<file path="config.mk">
export PLATFORM = sky130hd
export DESIGN_NAME = bsc_back
export DESIGN_NICKNAME = d
export VERILOG_FILES = /design/src/hdl/bsc_pkg.sv /design/src/hdl/bsc_back.sv
export SDC_FILE = /design/constraint.sdc
export NUM_CORES = 2
export LEC_CHECK = 0
export ABC_AREA = 1
export ABC_CLOCK_PERIOD_IN_PS = 12300
export BUFFER_PORTS_ARGS = -buffer_cell sky130_fd_sc_hd__buf_4
export CAP_MARGIN = 20
export CORE_MARGIN = 2
export CORE_UTILIZATION = 65
export DETAILED_ROUTE_END_ITERATION = 10
export GPL_TIMING_DRIVEN = 0
export PLACE_DENSITY = 0.86
export SKIP_LAST_GASP = 1
export SYNTH_ARGS = -nofsm -noshare
export SYNTH_HDL_FRONTEND = slang
export SYNTH_SLANG_ARGS = --single-unit
export TNS_END_PERCENT = 10
</file>
<file path="constraint.sdc">
create_clock -name clk -period 12.3 [get_ports clk]
set_input_delay 0 -clock clk [delete_from_list [all_inputs] [get_ports clk]]
set_output_delay 0 -clock clk [all_outputs]
set_load 0.02 [all_outputs]
</file>
<file path="src/hdl/bsc_pkg.sv">
`timescale 1ns / 1ps
package bsc_pkg;

	localparam int unsigned CalW = 48;
	localparam int unsigned CfgIdxW = 3;
	localparam int unsigned DivSteps = 32;

	// configuration register indexes
	localparam logic [CfgIdxW-1:0] RegTempCal = 3'd0;
	localparam logic [CfgIdxW-1:0] RegPressA = 3'd1;
	localparam logic [CfgIdxW-1:0] RegPressB = 3'd2;
	localparam logic [CfgIdxW-1:0] RegPressC = 3'd3;

	localparam logic [31:0] PressOffset = 32'd64000;
	localparam logic [31:0] RawPressBase = 32'd1048576;
	localparam logic [31:0] PressScale = 32'd3125;
	localparam logic [31:0] RoundHalf = 32'd128;
	localparam logic [31:0] OneQ15 = 32'd32768;

	// calibration words, already extended to 32 bits
	typedef struct packed {
		logic [31:0] t1;
		logic [31:0] t2;
		logic [31:0] t3;
		logic [31:0] p1;
		logic [31:0] p2;
		logic [31:0] p3;
		logic [31:0] p4;
		logic [31:0] p5;
		logic [31:0] p6;
		logic [31:0] p7;
		logic [31:0] p8;
		logic [31:0] p9;
	} cal_t;

	// fields that ride alongside the divider
	typedef struct packed {
		logic [31:0] temp;
		logic        inv;
		logic        big;
	} side_t;

	function automatic logic [31:0] mul32(input logic [31:0] a, input logic [31:0] b);
		logic [63:0] p;
		p = {32'd0, a} * {32'd0, b};
		return p[31:0];
	endfunction

	function automatic logic [31:0] sra(input logic [31:0] x, input int unsigned n);
		return 32'($signed(x) >>> n);
	endfunction

	function automatic logic [31:0] sx16(input logic [15:0] w);
		return {{16{w[15]}}, w};
	endfunction

endpackage

</file>
<file path="src/hdl/bsc_back.sv">
`timescale 1ns / 1ps
module bsc_back (
	input  logic                clk,
	input  logic                arst_n,
	input  logic                adv,
	input  logic                vin,
	input  logic [31:0]         quot,
	input  bsc_pkg::side_t      side,
	input  bsc_pkg::cal_t       cal,
	output logic                vout,
	output logic [31:0]         temp,
	output logic [31:0]         press,
	output logic                inv
);

	logic [2:0] v_q;
	logic [31:0] p;
	logic [31:0] p_s1, x_s1, m8_s1, temp_s1;
	logic inv_s1, inv_s2, inv_s3;
	logic [31:0] p_s2, a9_s2, b8_s2, temp_s2;
	logic [31:0] p_s3, temp_s3;

	assign p = side.big ? {quot[30:0], 1'b0} : quot;

	always_ff @(posedge clk or negedge arst_n) begin
		if (!arst_n) begin
			v_q <= '0;
		end else if (adv) begin
			v_q <= {v_q[1:0], vin};
		end
	end

	// second-order pressure correction, output register last
	always_ff @(posedge clk) begin
		if (adv) begin
			p_s1 <= p;
			x_s1 <= bsc_pkg::mul32(p >> 3, p >> 3);
			m8_s1 <= bsc_pkg::mul32(p >> 2, cal.p8);
			temp_s1 <= side.temp;
			inv_s1 <= side.inv;

			p_s2 <= p_s1;
			a9_s2 <= bsc_pkg::sra(bsc_pkg::mul32(cal.p9, x_s1 >> 13), 12);
			b8_s2 <= bsc_pkg::sra(m8_s1, 13);
			temp_s2 <= temp_s1;
			inv_s2 <= inv_s1;

			p_s3 <= inv_s2 ? '0 : p_s2 + bsc_pkg::sra(a9_s2 + b8_s2 + cal.p7, 4);
			temp_s3 <= temp_s2;
			inv_s3 <= inv_s2;
		end
	end

	assign vout = v_q[2];
	assign temp = temp_s3;
	assign press = p_s3;
	assign inv = inv_s3;

endmodule

</file>
==> flow_summary.json <==
{
  "netlist-cell-type-count": 53,
  "worstMarginPinSlew_ps": 1290,
  "cts_tree": "done",
  "fin_crit_ps": 8380,
  "io_buffers": 200,
  "ant_nets": 0,
  "grt_use_met3_pct": 10.8,
  "gp_congestion": 1.03,
  "finalClockSkew_ps": 12.1,
  "ys_async_sr_fraction_pct": 1.09,
  "hold_violations": 0,
  "syn_area_per_cell_um2": 8.67,
  "ios": 520,
  "dr.pass1.iters": 7,
  "max-clock-path-buffers": 3,
  "yosys-top-cells-area": "fa_1, edfxtp_1, inv_1",
  "post_drt_wl_per_cell_um": 22.2,
  "rows": 106,
  "yosys_warnings": 0,
  "critPathArrivalTime_ps": 8720,
  "synth_most_common_cell": "inv_1",
  "avgViaCountPerCell": 5.76,
  "numCtsBuffers": 27,
  "syn_to_final_growth_pct": 7.93,
  "ys_seq_elements": 275,
  "grt_use_total_pct": 40.7,
  "netlist_instances": 6292,
  "synth_commonest_cells": "inv_1, nand2_1, fa_1",
  "gr-usage-met1_pct": 49.2,
  "grt_max_degree": 118,
  "gr-max-usage-layer": "met2",
  "crit_slowest_cell": "clkbuf_1",
  "use_met2_pct": 64.5,
  "clk_pin_slew_ps": 70,
  "finalSetupViolCount": 0,
  "clock_latency_ps": 580,
  "wl_mm": 171,
  "worstSetupPathType": "in -> reg",
  "grt_setup_unrepaired": "false",
  "yosysTopAreaCellShare_pct": 41.0,
  "synth_edf_count": 272,
  "grt.overflow.total": 0,
  "num_vias": 44236,
  "drive_gt1_share_pct": 4.67,
  "antenna_found_initial": 5,
  "min_path_type": "in -> reg",
  "dieArea_um2": 86300,
  "cap_violations": 0,
  "synth_flop_cell": "edfxtp_1",
  "cp_slowest_stage_delay_ps": 810,
  "finalCritPeriodShare_pct": 68.1,
  "drt_iter0_markers": 4454,
  "worstPathRequired_ps": 12640,
  "grt_pass1_wl_mm": 260,
  "nets": 8529,
  "clockRootBuffer": "clkbuf_16",
  "status": "completed",
  "htreeDepth": 1,
  "final_max_slew_viol_count": 0,
  "worstSetupEndpointType": "flop",
  "cp_num_buf_inv": 12,
  "setup_tns_ps": 0,
  "initial_core_util_pct": 65.4,
  "worstPathMaxFanout": 10,
  "slew_headroom_pct": 14.3,
  "fillers": 6467,
  "drc": 0,
  "grt_pass1_vias": 46197,
  "crit_top_cell": "fa_1",
  "fp.coreArea_um2": 83400,
  "synth_top_area_cell": "fa_1",
  "cts_sinks": 275,
  "synth_area_um2": 54600,
  "cpLargestDelayFamily": "adder cells",
  "hpwl_mm": 140,
  "post_cts_resized": 0,
  "startpoint_type": "input port",
  "fmax_mhz": 119,
  "yosysSeqAreaShare_pct": 15.1,
  "die_w_um": 294,
  "die_h_um": 294,
  "synth_nets": 8250
}
[per-stage QoR]
step	instance area [um2]	hold WS [ps]	setup WS [ps]	utilization (%)	std cells
after floorplan	54600	-296	5430	-	6292
after global placement	57400	-210	3470	68.8	7572
after detailed placement	57500	-208	3450	68.9	7576
after CTS	58800	20.1	4020	70.5	7664
after global routing	58900	42.9	3780	70.6	7671
final	58900	54.1	3920	70.6	7679
[layer usage]
metal	up-vias	wire length, um
li1	19094	-
met3	789	19200
met4	6	14200
met5	-	41
met2	2708	77400
met1	21639	59900
[kinds of logic after synthesis]
family | Yosys count | synth area share, %
fa+ha+maj | 1504 | 49.9
compound gates | 458 | 4.84
flops | 275 | 15.1
buf+inv | 1835 | 12.7
mux | 1 | 0.0206
simple gates | 2050 | 14.7
xor+xnor | 169 | 2.73
[area by class of cell]
cell class	instances	area (um2)	area share, %
multi-input cells	4182	39400	66.9
clock inverters	19	194	0.329
clock buffers	30	687	1.17
repair buffers	250	2070	3.52
diodes	8	20.0	0.0340
well taps	1080	1350	2.29
flip-flops and latches	275	8240	14.0
inverters	1616	6070	10.3
plain buffers	219	876	1.49
[cell usage in the layout, fill, tap and decap left out, types with 24 or more instances in the layout]
cell type         n
a21oi_1         221
buf_1            34
buf_4           202
clkbuf_1        174
clkbuf_16        27
dlygate4sd3_1    39
edfxtp_1        272
fa_1           1118
ha_1            386
inv_1          1597
nand2_1        1220
nand3_1          94
nor2_1          652
nor3_1           24
o21a_1           24
o21ai_0         108
xnor2_1          59
xor2_1          109
[worst min-delay path: stages]
cell and delay (ps):
buf_4 80, nand2_1 40, nand2_1 300
[state kept, by name, indices dropped and copies added (netlist names)]
| register | cells |
|---|---|
| v_q | 3 |
| temp_s1 | 32 |
| a9_s2 | 20 |
| temp_s2 | 32 |
| b8_s2 | 19 |
| p_s1 | 32 |
| p_s2 | 32 |
| temp | 32 |
| x_s1 | 19 |
| press | 32 |
| inv_s1 | 1 |
| m8_s1 | 19 |
| inv_s2 | 1 |
| inv | 1 |
[path summary, 6_finish.rpt]
kind,endpoint,from,cells past startpoint,slack (ps)
max,m8_s1[31],side[0],30,3920
min,p_s1[31],quot[31],3,50
max reg2reg,a9_s2[16],x_s1[14],23,4880
min reg2reg,p_s2[16],p_s1[16],0,410
max in group asynchronous,v_q[0],arst_n,3,11810
min in group asynchronous,v_q[2],arst_n,3,320
[timing repair]
action | 4_1_cts | 5_1_grt
hold buffers | 39 | 0
endpoints found under the hold margin | 104 | 0
buffers inserted | 0 | 0
Power is not shown: default switching activity piles up to over one toggle a cycle in this logic, so the estimate is an artifact.
